### config.mk
export PLATFORM = sky130hd
export DESIGN_NAME = button_press_classifier
export DESIGN_NICKNAME = d
export VERILOG_FILES = /design/src/rtl/bpc_pkg.sv /design/src/rtl/button_press_classifier.sv /design/src/rtl/bpc_cmp.sv /design/src/rtl/bpc_key_bank.sv
export SDC_FILE = /design/constraint.sdc
export NUM_CORES = 1
export LEC_CHECK = 0
export ABC_AREA = 0
export BUFFER_PORTS_ARGS = -buffer_cell sky130_fd_sc_hd__buf_4
export CAP_MARGIN = 20
export CORE_UTILIZATION = 45
export DETAILED_ROUTE_END_ITERATION = 10
export SYNTH_ARGS = -nofsm -noshare
export SYNTH_HDL_FRONTEND = slang
export SYNTH_SLANG_ARGS = --single-unit
### constraint.sdc
create_clock -name aclk -period 8.4 [get_ports aclk]
set_clock_uncertainty 0.1 [all_clocks]
set_input_delay 1.68 -clock aclk [delete_from_list [all_inputs] [get_ports aclk]]
set_output_delay 1.68 -clock aclk [all_outputs]
set_load 0.02 [all_outputs]
### src/rtl/bpc_pkg.sv
package bpc_pkg;

    localparam int KEY_W      = 2;
    localparam int TIME_W     = 32;
    localparam int LONG_W     = 16;
    localparam int MARGIN_W   = 8;
    localparam int CFG_IDX_W  = 1;
    localparam int CFG_DATA_W = 16;

    localparam int NUM_KEYS_DEF = 4;

    typedef logic [1:0]        kind_t;
    typedef logic [KEY_W-1:0]  key_t;
    typedef logic [2:0]        ev_t;
    typedef logic [1:0]        status_t;
    typedef logic [TIME_W-1:0] time_t;

    // item kinds
    localparam kind_t KIND_EDGE  = 2'd0;
    localparam kind_t KIND_POLL  = 2'd1;
    localparam kind_t KIND_CLEAR = 2'd2;
    localparam kind_t KIND_QUERY = 2'd3;

    // result events
    localparam ev_t EV_PUSH      = 3'd0;
    localparam ev_t EV_SHORT     = 3'd1;
    localparam ev_t EV_LONG_REL  = 3'd2;
    localparam ev_t EV_RELEASE   = 3'd3;
    localparam ev_t EV_LONG_PUSH = 3'd4;
    localparam ev_t EV_EXCEPTION = 3'd5;
    localparam ev_t EV_REPORT    = 3'd6;

    // key status
    localparam status_t ST_NONE      = 2'd0;
    localparam status_t ST_SHORT     = 2'd1;
    localparam status_t ST_LONG_PUSH = 2'd2;
    localparam status_t ST_LONG_REL  = 2'd3;

    // configuration register indexes
    localparam logic [CFG_IDX_W-1:0] CFG_LONG_PRESS  = 1'b0;
    localparam logic [CFG_IDX_W-1:0] CFG_POLL_MARGIN = 1'b1;

    localparam logic [LONG_W-1:0]   LONG_PRESS_RST  = 16'd2000;
    localparam logic [MARGIN_W-1:0] POLL_MARGIN_RST = 8'd10;

    // per-key state as seen on the read port
    typedef struct packed {
        logic    pushed;
        logic    released;
        status_t status;
        time_t   start;
    } bpc_key_t;

    // write request into the key bank
    typedef struct packed {
        logic    en;
        logic    set_start;
        logic    pushed;
        logic    released;
        status_t status;
    } bpc_wr_t;

    // outcome of the shared time compare
    typedef struct packed {
        logic short_hold;
        logic held;
    } bpc_cmp_t;

endpackage

### src/rtl/button_press_classifier.sv
// Button press classifier for NUM_KEYS keys. Each accepted word is an edge, an idle poll,
// a clear or a status query, and gives zero, one or two result words, the final one
// flagged by m_last. Items are handled one at a time: s_ready is high only while the
// sequencer is idle. A poll steps a single 32-bit subtract and compare unit over the
// keys one per cycle. A result word sits in the output register until taken, so the
// next item may be accepted meanwhile. Configuration writes take effect at once and
// should be made while idle.
module button_press_classifier #(
    parameter int NUM_KEYS = bpc_pkg::NUM_KEYS_DEF
) (
    input  logic                                aclk,
    input  logic                                aresetn,
    input  logic                                cfg_we,
    input  logic [bpc_pkg::CFG_IDX_W-1:0]       cfg_idx,
    input  logic [bpc_pkg::CFG_DATA_W-1:0]      cfg_wdata,
    input  logic                                s_valid,
    output logic                                s_ready,
    input  bpc_pkg::kind_t                      s_kind,
    input  bpc_pkg::key_t                       s_key,
    input  logic                                s_first_level,
    input  logic                                s_second_level,
    input  bpc_pkg::time_t                      s_now_ms,
    output logic                                m_valid,
    input  logic                                m_ready,
    output bpc_pkg::ev_t                        m_event_res,
    output bpc_pkg::key_t                       m_event_key,
    output bpc_pkg::status_t                    m_key_status,
    output logic                                m_last
);
    import bpc_pkg::*;

    localparam int IDX_W = (NUM_KEYS > 1) ? $clog2(NUM_KEYS) : 1;
    localparam logic [IDX_W-1:0] LAST_IDX = IDX_W'(NUM_KEYS - 1);

    typedef enum logic [2:0] {
        S_IDLE,
        S_LOOKUP,
        S_SCAN,
        S_CLEAR,
        S_EMIT
    } state_t;

    state_t                state_reg;
    kind_t                 kind_reg;
    key_t                  key_reg;
    logic                  l1_reg;
    logic                  l2_reg;
    time_t                 now_reg;
    logic [IDX_W-1:0]      cnt_reg;
    logic                  found_reg;
    logic [IDX_W-1:0]      first_reg;
    ev_t                   ev_reg;
    key_t                  ekey_reg;
    status_t               st_reg;
    logic                  two_reg;

    logic                  m_valid_reg;
    ev_t                   m_ev_reg;
    key_t                  m_key_reg;
    status_t               m_st_reg;
    logic                  m_last_reg;

    logic [LONG_W-1:0]     long_press_reg;
    logic [MARGIN_W-1:0]   poll_margin_reg;

    logic                  key_ok;
    logic [IDX_W-1:0]      key_idx;
    logic [IDX_W-1:0]      rd_idx;
    logic                  edge_ok;
    logic                  rel_fire;
    logic                  hit;
    logic                  out_free;
    bpc_key_t              rd;
    bpc_wr_t               wr;
    bpc_cmp_t              cmp;
    status_t               rel_status;

    // configuration registers
    always_ff @(posedge aclk) begin
        if (!aresetn) begin
            long_press_reg  <= LONG_PRESS_RST;
            poll_margin_reg <= POLL_MARGIN_RST;
        end else if (cfg_we) begin
            unique case (cfg_idx)
                CFG_LONG_PRESS:  long_press_reg  <= cfg_wdata[LONG_W-1:0];
                CFG_POLL_MARGIN: poll_margin_reg <= cfg_wdata[MARGIN_W-1:0];
            endcase
        end
    end

    assign key_ok     = {{(32-KEY_W){1'b0}}, key_reg} < 32'(NUM_KEYS);
    assign key_idx    = IDX_W'(key_reg);
    assign rd_idx     = (state_reg == S_SCAN) ? cnt_reg : key_idx;
    assign edge_ok    = (l1_reg == l2_reg) && key_ok;
    // a low edge ends a press that was pushed or is still in long push
    assign rel_fire   = (rd.pushed && (rd.released || !l1_reg)) || (rd.status == ST_LONG_PUSH);
    assign rel_status = cmp.short_hold ? ST_SHORT : ST_LONG_REL;
    assign hit        = rd.pushed && cmp.held;
    assign out_free   = !m_valid_reg || m_ready;

    bpc_key_bank #(
        .NUM_KEYS (NUM_KEYS),
        .IDX_W    (IDX_W)
    ) u_bank (
        .aclk     (aclk),
        .aresetn  (aresetn),
        .idx      (rd_idx),
        .wr       (wr),
        .wr_start (now_reg),
        .clr      (state_reg == S_CLEAR),
        .rd       (rd)
    );

    bpc_cmp u_cmp (
        .now_ms         (now_reg),
        .start_ms       (rd.start),
        .long_press_ms  (long_press_reg),
        .poll_margin_ms (poll_margin_reg),
        .res            (cmp)
    );

    // key bank update
    always_comb begin
        wr = '0;
        if (state_reg == S_LOOKUP && kind_reg == KIND_EDGE && edge_ok) begin
            if (l1_reg) begin
                wr.en        = 1'b1;
                wr.set_start = 1'b1;
                wr.pushed    = 1'b1;
                wr.released  = rd.released;
                wr.status    = ST_NONE;
            end else if (rel_fire) begin
                wr.en       = 1'b1;
                wr.pushed   = 1'b0;
                wr.released = 1'b0;
                wr.status   = rel_status;
            end
        end else if (state_reg == S_SCAN && hit) begin
            wr.en       = 1'b1;
            wr.pushed   = 1'b0;
            wr.released = rd.released;
            wr.status   = found_reg ? ST_NONE : ST_LONG_PUSH;
        end
    end

    always_ff @(posedge aclk) begin
        if (!aresetn) begin
            state_reg   <= S_IDLE;
            m_valid_reg <= 1'b0;
            found_reg   <= 1'b0;
            two_reg     <= 1'b0;
        end else begin
            // while emitting, the emit arm alone drives the output valid
            if (m_ready && state_reg != S_EMIT) begin
                m_valid_reg <= 1'b0;
            end
            unique case (state_reg)
                S_IDLE: begin
                    if (s_valid) begin
                        kind_reg  <= s_kind;
                        key_reg   <= s_key;
                        l1_reg    <= s_first_level;
                        l2_reg    <= s_second_level;
                        now_reg   <= s_now_ms;
                        cnt_reg   <= '0;
                        found_reg <= 1'b0;
                        unique case (s_kind) inside
                            KIND_EDGE, KIND_QUERY: state_reg <= S_LOOKUP;
                            KIND_POLL:             state_reg <= S_SCAN;
                            KIND_CLEAR:            state_reg <= S_CLEAR;
                        endcase
                    end
                end
                S_LOOKUP: begin
                    ekey_reg <= key_reg;
                    two_reg  <= 1'b0;
                    if (kind_reg == KIND_QUERY) begin
                        ev_reg    <= EV_REPORT;
                        st_reg    <= key_ok ? rd.status : ST_NONE;
                        state_reg <= S_EMIT;
                    end else if (edge_ok && l1_reg) begin
                        ev_reg    <= EV_PUSH;
                        st_reg    <= ST_NONE;
                        state_reg <= S_EMIT;
                    end else if (edge_ok && rel_fire) begin
                        ev_reg    <= cmp.short_hold ? EV_SHORT : EV_LONG_REL;
                        st_reg    <= rel_status;
                        two_reg   <= 1'b1;
                        state_reg <= S_EMIT;
                    end else begin
                        state_reg <= S_IDLE;
                    end
                end
                S_SCAN: begin
                    two_reg <= 1'b0;
                    st_reg  <= ST_LONG_PUSH;
                    if (hit && found_reg) begin
                        // second held key: report the first one and stop
                        ev_reg    <= EV_EXCEPTION;
                        ekey_reg  <= KEY_W'(first_reg);
                        state_reg <= S_EMIT;
                    end else begin
                        if (hit) begin
                            found_reg <= 1'b1;
                            first_reg <= cnt_reg;
                        end
                        if (cnt_reg == LAST_IDX) begin
                            if (found_reg || hit) begin
                                ev_reg    <= EV_LONG_PUSH;
                                ekey_reg  <= found_reg ? KEY_W'(first_reg) : KEY_W'(cnt_reg);
                                state_reg <= S_EMIT;
                            end else begin
                                state_reg <= S_IDLE;
                            end
                        end else begin
                            cnt_reg <= cnt_reg + IDX_W'(1);
                        end
                    end
                end
                S_CLEAR: begin
                    state_reg <= S_IDLE;
                end
                S_EMIT: begin
                    if (out_free) begin
                        m_valid_reg <= 1'b1;
                        m_ev_reg    <= ev_reg;
                        m_key_reg   <= ekey_reg;
                        m_st_reg    <= st_reg;
                        m_last_reg  <= !two_reg;
                        if (two_reg) begin
                            two_reg <= 1'b0;
                            ev_reg  <= EV_RELEASE;
                        end else begin
                            state_reg <= S_IDLE;
                        end
                    end
                end
                default: begin
                    state_reg <= S_IDLE;
                end
            endcase
        end
    end

    assign s_ready      = (state_reg == S_IDLE);
    assign m_valid      = m_valid_reg;
    assign m_event_res  = m_ev_reg;
    assign m_event_key  = m_key_reg;
    assign m_key_status = m_st_reg;
    assign m_last       = m_last_reg;

endmodule

### src/rtl/bpc_cmp.sv
module bpc_cmp (
    input  bpc_pkg::time_t                   now_ms,
    input  bpc_pkg::time_t                   start_ms,
    input  logic [bpc_pkg::LONG_W-1:0]       long_press_ms,
    input  logic [bpc_pkg::MARGIN_W-1:0]     poll_margin_ms,
    output bpc_pkg::bpc_cmp_t                res
);
    import bpc_pkg::*;

    time_t               spent;
    logic [LONG_W-1:0]   poll_thr;
    logic                margin_over;

    // elapsed time wraps with the millisecond counter
    assign spent       = now_ms - start_ms;
    assign margin_over = {{(LONG_W-MARGIN_W){1'b0}}, poll_margin_ms} > long_press_ms;
    assign poll_thr    = long_press_ms - {{(LONG_W-MARGIN_W){1'b0}}, poll_margin_ms};

    assign res.short_hold = spent < {{(TIME_W-LONG_W){1'b0}}, long_press_ms};
    assign res.held        = margin_over || (spent > {{(TIME_W-LONG_W){1'b0}}, poll_thr});

endmodule

### src/rtl/bpc_key_bank.sv
module bpc_key_bank #(
    parameter int NUM_KEYS = bpc_pkg::NUM_KEYS_DEF,
    parameter int IDX_W    = 2
) (
    input  logic                 aclk,
    input  logic                 aresetn,
    input  logic [IDX_W-1:0]     idx,
    input  bpc_pkg::bpc_wr_t     wr,
    input  bpc_pkg::time_t       wr_start,
    input  logic                 clr,
    output bpc_pkg::bpc_key_t    rd
);
    import bpc_pkg::*;

    logic    pushed_reg   [NUM_KEYS];
    logic    released_reg [NUM_KEYS];
    status_t status_reg   [NUM_KEYS];
    time_t   start_reg    [NUM_KEYS];

    always_ff @(posedge aclk) begin
        if (!aresetn) begin
            for (int i = 0; i < NUM_KEYS; i++) begin
                pushed_reg[i]   <= 1'b0;
                released_reg[i] <= 1'b0;
                status_reg[i]   <= ST_NONE;
            end
        end else begin
            // clear keeps a key that is still in long push
            if (clr) begin
                for (int i = 0; i < NUM_KEYS; i++) begin
                    if (status_reg[i] != ST_LONG_PUSH) begin
                        status_reg[i] <= ST_NONE;
                    end
                end
            end
            if (wr.en) begin
                pushed_reg[idx]   <= wr.pushed;
                released_reg[idx] <= wr.released;
                status_reg[idx]   <= wr.status;
            end
        end
    end

    always_ff @(posedge aclk) begin
        if (wr.en && wr.set_start) begin
            start_reg[idx] <= wr_start;
        end
    end

    assign rd.pushed   = pushed_reg[idx];
    assign rd.released = released_reg[idx];
    assign rd.status   = status_reg[idx];
    assign rd.start    = start_reg[idx];

endmodule

==> out/results.tsv <==
metric	value	unit
status	finished, final reports clean	
Post-Synth Adder-Cell Area	0.0797	
CP required	8580	ps
Tot Pwr	4320	uW
EDFF count, synth	195	
Critical Path Start Type	register	
Synth Warn #	0	
Max IR drop VDD	0.196	mV
Distinct cells, synth	71	
RSZ-0062 raised after global routing	false	
final worst slack	1550	ps
number of fill cells	2251	
critical path class	reg2reg	
Clock Tree Buf Depth	3	
Global Route Usage Sum	0.202	
CTS resizes	0	
Post-CTS Setup Inserts	0	
final RePlAce weighted congestion	0.900	
reg2reg start	state_reg[1]	
CP Max Fanout	13	
Synth Flop Type	edfxtp_1	
DR pass1 iterations	5	
Die H	165	um
Post-Syn Area per Cell	12.1	um^2
post-DR vias/cell	5.73	
LEAKAGE	0.00509	uW
routed vias	8130	
max reg flops	128	
Core Region	26100	um^2
die area	27200	um^2
largest net degree at the start of global routing	34	
nature of the critical path endpoint	register	
Avg WL per Cell	18.8	um
drt total wl	26700	um
Die Wd	165	um
crit path from	state_reg[1]	
TritonCTS clock tree	done	
vias in the first global route	8153	
port buffer count	69	
nets	1198	
H-tree Lvls	1	
Synth Area in Simple Gates	0.110	
multiplexer share of the synthesized area	0.0759	
post-route minimum period	6850	ps
CTS buffer count	26	
# DRC	0	
sequential fraction of the synthesis area	0.550	
compound-gate portion of the synthesized area	0.123	
grt ovf	0	
Pwr per Cell Area	313	nW/um^2
Tightest Pin Transition	904	ps
worst hold slack	317	ps
Mapped Cells	989	
Slew Limit Fails	0	
FF-to-FF path depth	21	
fmax	0.146	GHz
Worst R2R End	u_bank.status_reg[0][1]	
I/O Pins	70	
1st-iter DRT viols	529	
worst reg2reg setup slack	1550	ps
crit path to	u_bank.status_reg[0][1]	
Hold Crit Depth	0	
antenna fix cells	0	
Starting Density	0.459	
pre-CTS setup slack	1570	ps
clk root buf	clkbuf_16	
P&R area growth vs syn	15.3	%
Worst Hold Class	reg2reg	
CP arrival	7030	ps
setup TNS	0	ps
fraction of layout cells with a size suffix above 1	0.165	
Post-Synth XOR/XNOR Area	0.0255	
initial antenna violation count	0	
Syn Std Cell Area	12000	um^2
clock sink count	231	
# rows	59	
Reg clk slew, reported paths	60	ps
largest family of logic cells by synthesized area	compound AO/OA/AOI/OAI gates	
Max-Cap Viols	0	
total nets after synthesis	1124	
first-pass GRT wire length	42600	um
Final Hold Fails	0	
Async SR Flop Fraction	0	
relative slew slack	0.385	
Yosys reg bits	231	
Detail Route Antenna Nets	0	
worst skew pair latency	530	ps
final period utilization	0.816	
final-report setup violation count	0	
post-detail-place hpwl	19400	um
CTS Hold Bufs	0	
area by class of cell:
| class | instances | area (um^2) | area share |
|---|---|---|---|
| clock inverters | 17 | 148 | 0.0107 |
| multi-input cells | 646 | 5010 | 0.364 |
| well taps | 335 | 419 | 0.0304 |
| inverters | 78 | 293 | 0.0212 |
| clock buffers | 31 | 689 | 0.0500 |
| flip-flops and latches | 231 | 6580 | 0.477 |
| repair buffers | 80 | 646 | 0.0468 |
per-layer routing:
metal | vias up | global-route usage | part of all wire
met2 | 234 | 0.333 | 0.46
li1 | 3894 | - | -
met4 | 0 | 0.0730 | 0.032
met5 | - | 0 | 0
met1 | 3949 | 0.270 | 0.46
met3 | 53 | 0.0281 | 0.046
worst min path at each step:
stage / startpoint / end / slack (ps)
final: ev_reg[2] / m_event_res[2] / 320
after global placement: st_reg[1] / m_key_status[1] / 300
after global routing: ekey_reg[0] / m_event_key[0] / 330
after CTS: ev_reg[2] / m_event_res[2] / 320
after detailed placement: ev_reg[2] / m_event_res[2] / 300
after floorplan: ekey_reg[0] / m_event_key[0] / 300
metrics by stage:
stage               instance area (um^2)  std cells  utilization
floorplan                          12000        989            -
global placement                   12900       1367        0.494
detailed placement                 12900       1370        0.497
CTS                                13800       1418        0.529
global route                       13800       1418        0.529
finish                             13800       1418        0.529
cell usage in the layout, fill, tap and decap left out, types with 22 or more instances in the layout:
cell type    n
xnor2_1     26
buf_4       77
inv_1       77
o21ai_0     42
nor2_1      40
edfxtp_1   195
a21oi_1     77
clkbuf_16   26
mux4_2      36
nand4_1     22
nand2_1     96
ha_1        73
dfxtp_1     36
critical path, stage by stage, from the launching register on:
cell	delay [ps]
dfxtp_1	450
nor3b_4	550
mux2i_4	620
buf_4	410
mux4_2	560
inv_1	90
ha_1	290
a21o_1	180
a21oi_1	220
a21oi_1	160
nor3_1	250
o21ai_0	160
xor2_1	280
ha_1	310
a211o_1	300
a221oi_1	190
o21ai_0	130
a31oi_1	160
o22ai_1	180
nor4_4	440
o21ai_2	160
or3_1	400
synth_stat cells (22+ instances only):
cell type  number  share of area
inv_1          77          0.024
dfxtp_1        36          0.060
nand4_1        22          0.012
a21oi_1        77          0.032
nor2_1         45          0.014
mux4_2         36          0.068
o21ai_0        42          0.018
ha_1           73          0.076
nand2_1        96          0.030
xnor2_1        26          0.019
clkbuf_1       27         0.0085
edfxtp_1      195           0.49
cell families after synthesis:
family | after synthesis
AOI/OAI and AO/OA | 230
xor gates and xnor gates | 34
DFF | 231
adders and majority gates | 75
muxes | 45
buffers and inverters | 112
and+or+nand+nor | 262
report_power, final:
| group | switching (uW) | internal (uW) | leakage, uW |
|---|---|---|---|
| combinational | 1060 | 739 | 0.00261 |
| sequential | 75.3 | 1360 | 0.00207 |
| clock | 444 | 646 | 0.000410 |
| total | 1580 | 2740 | 0.00509 |
Power figures use the tool's default switching activity.
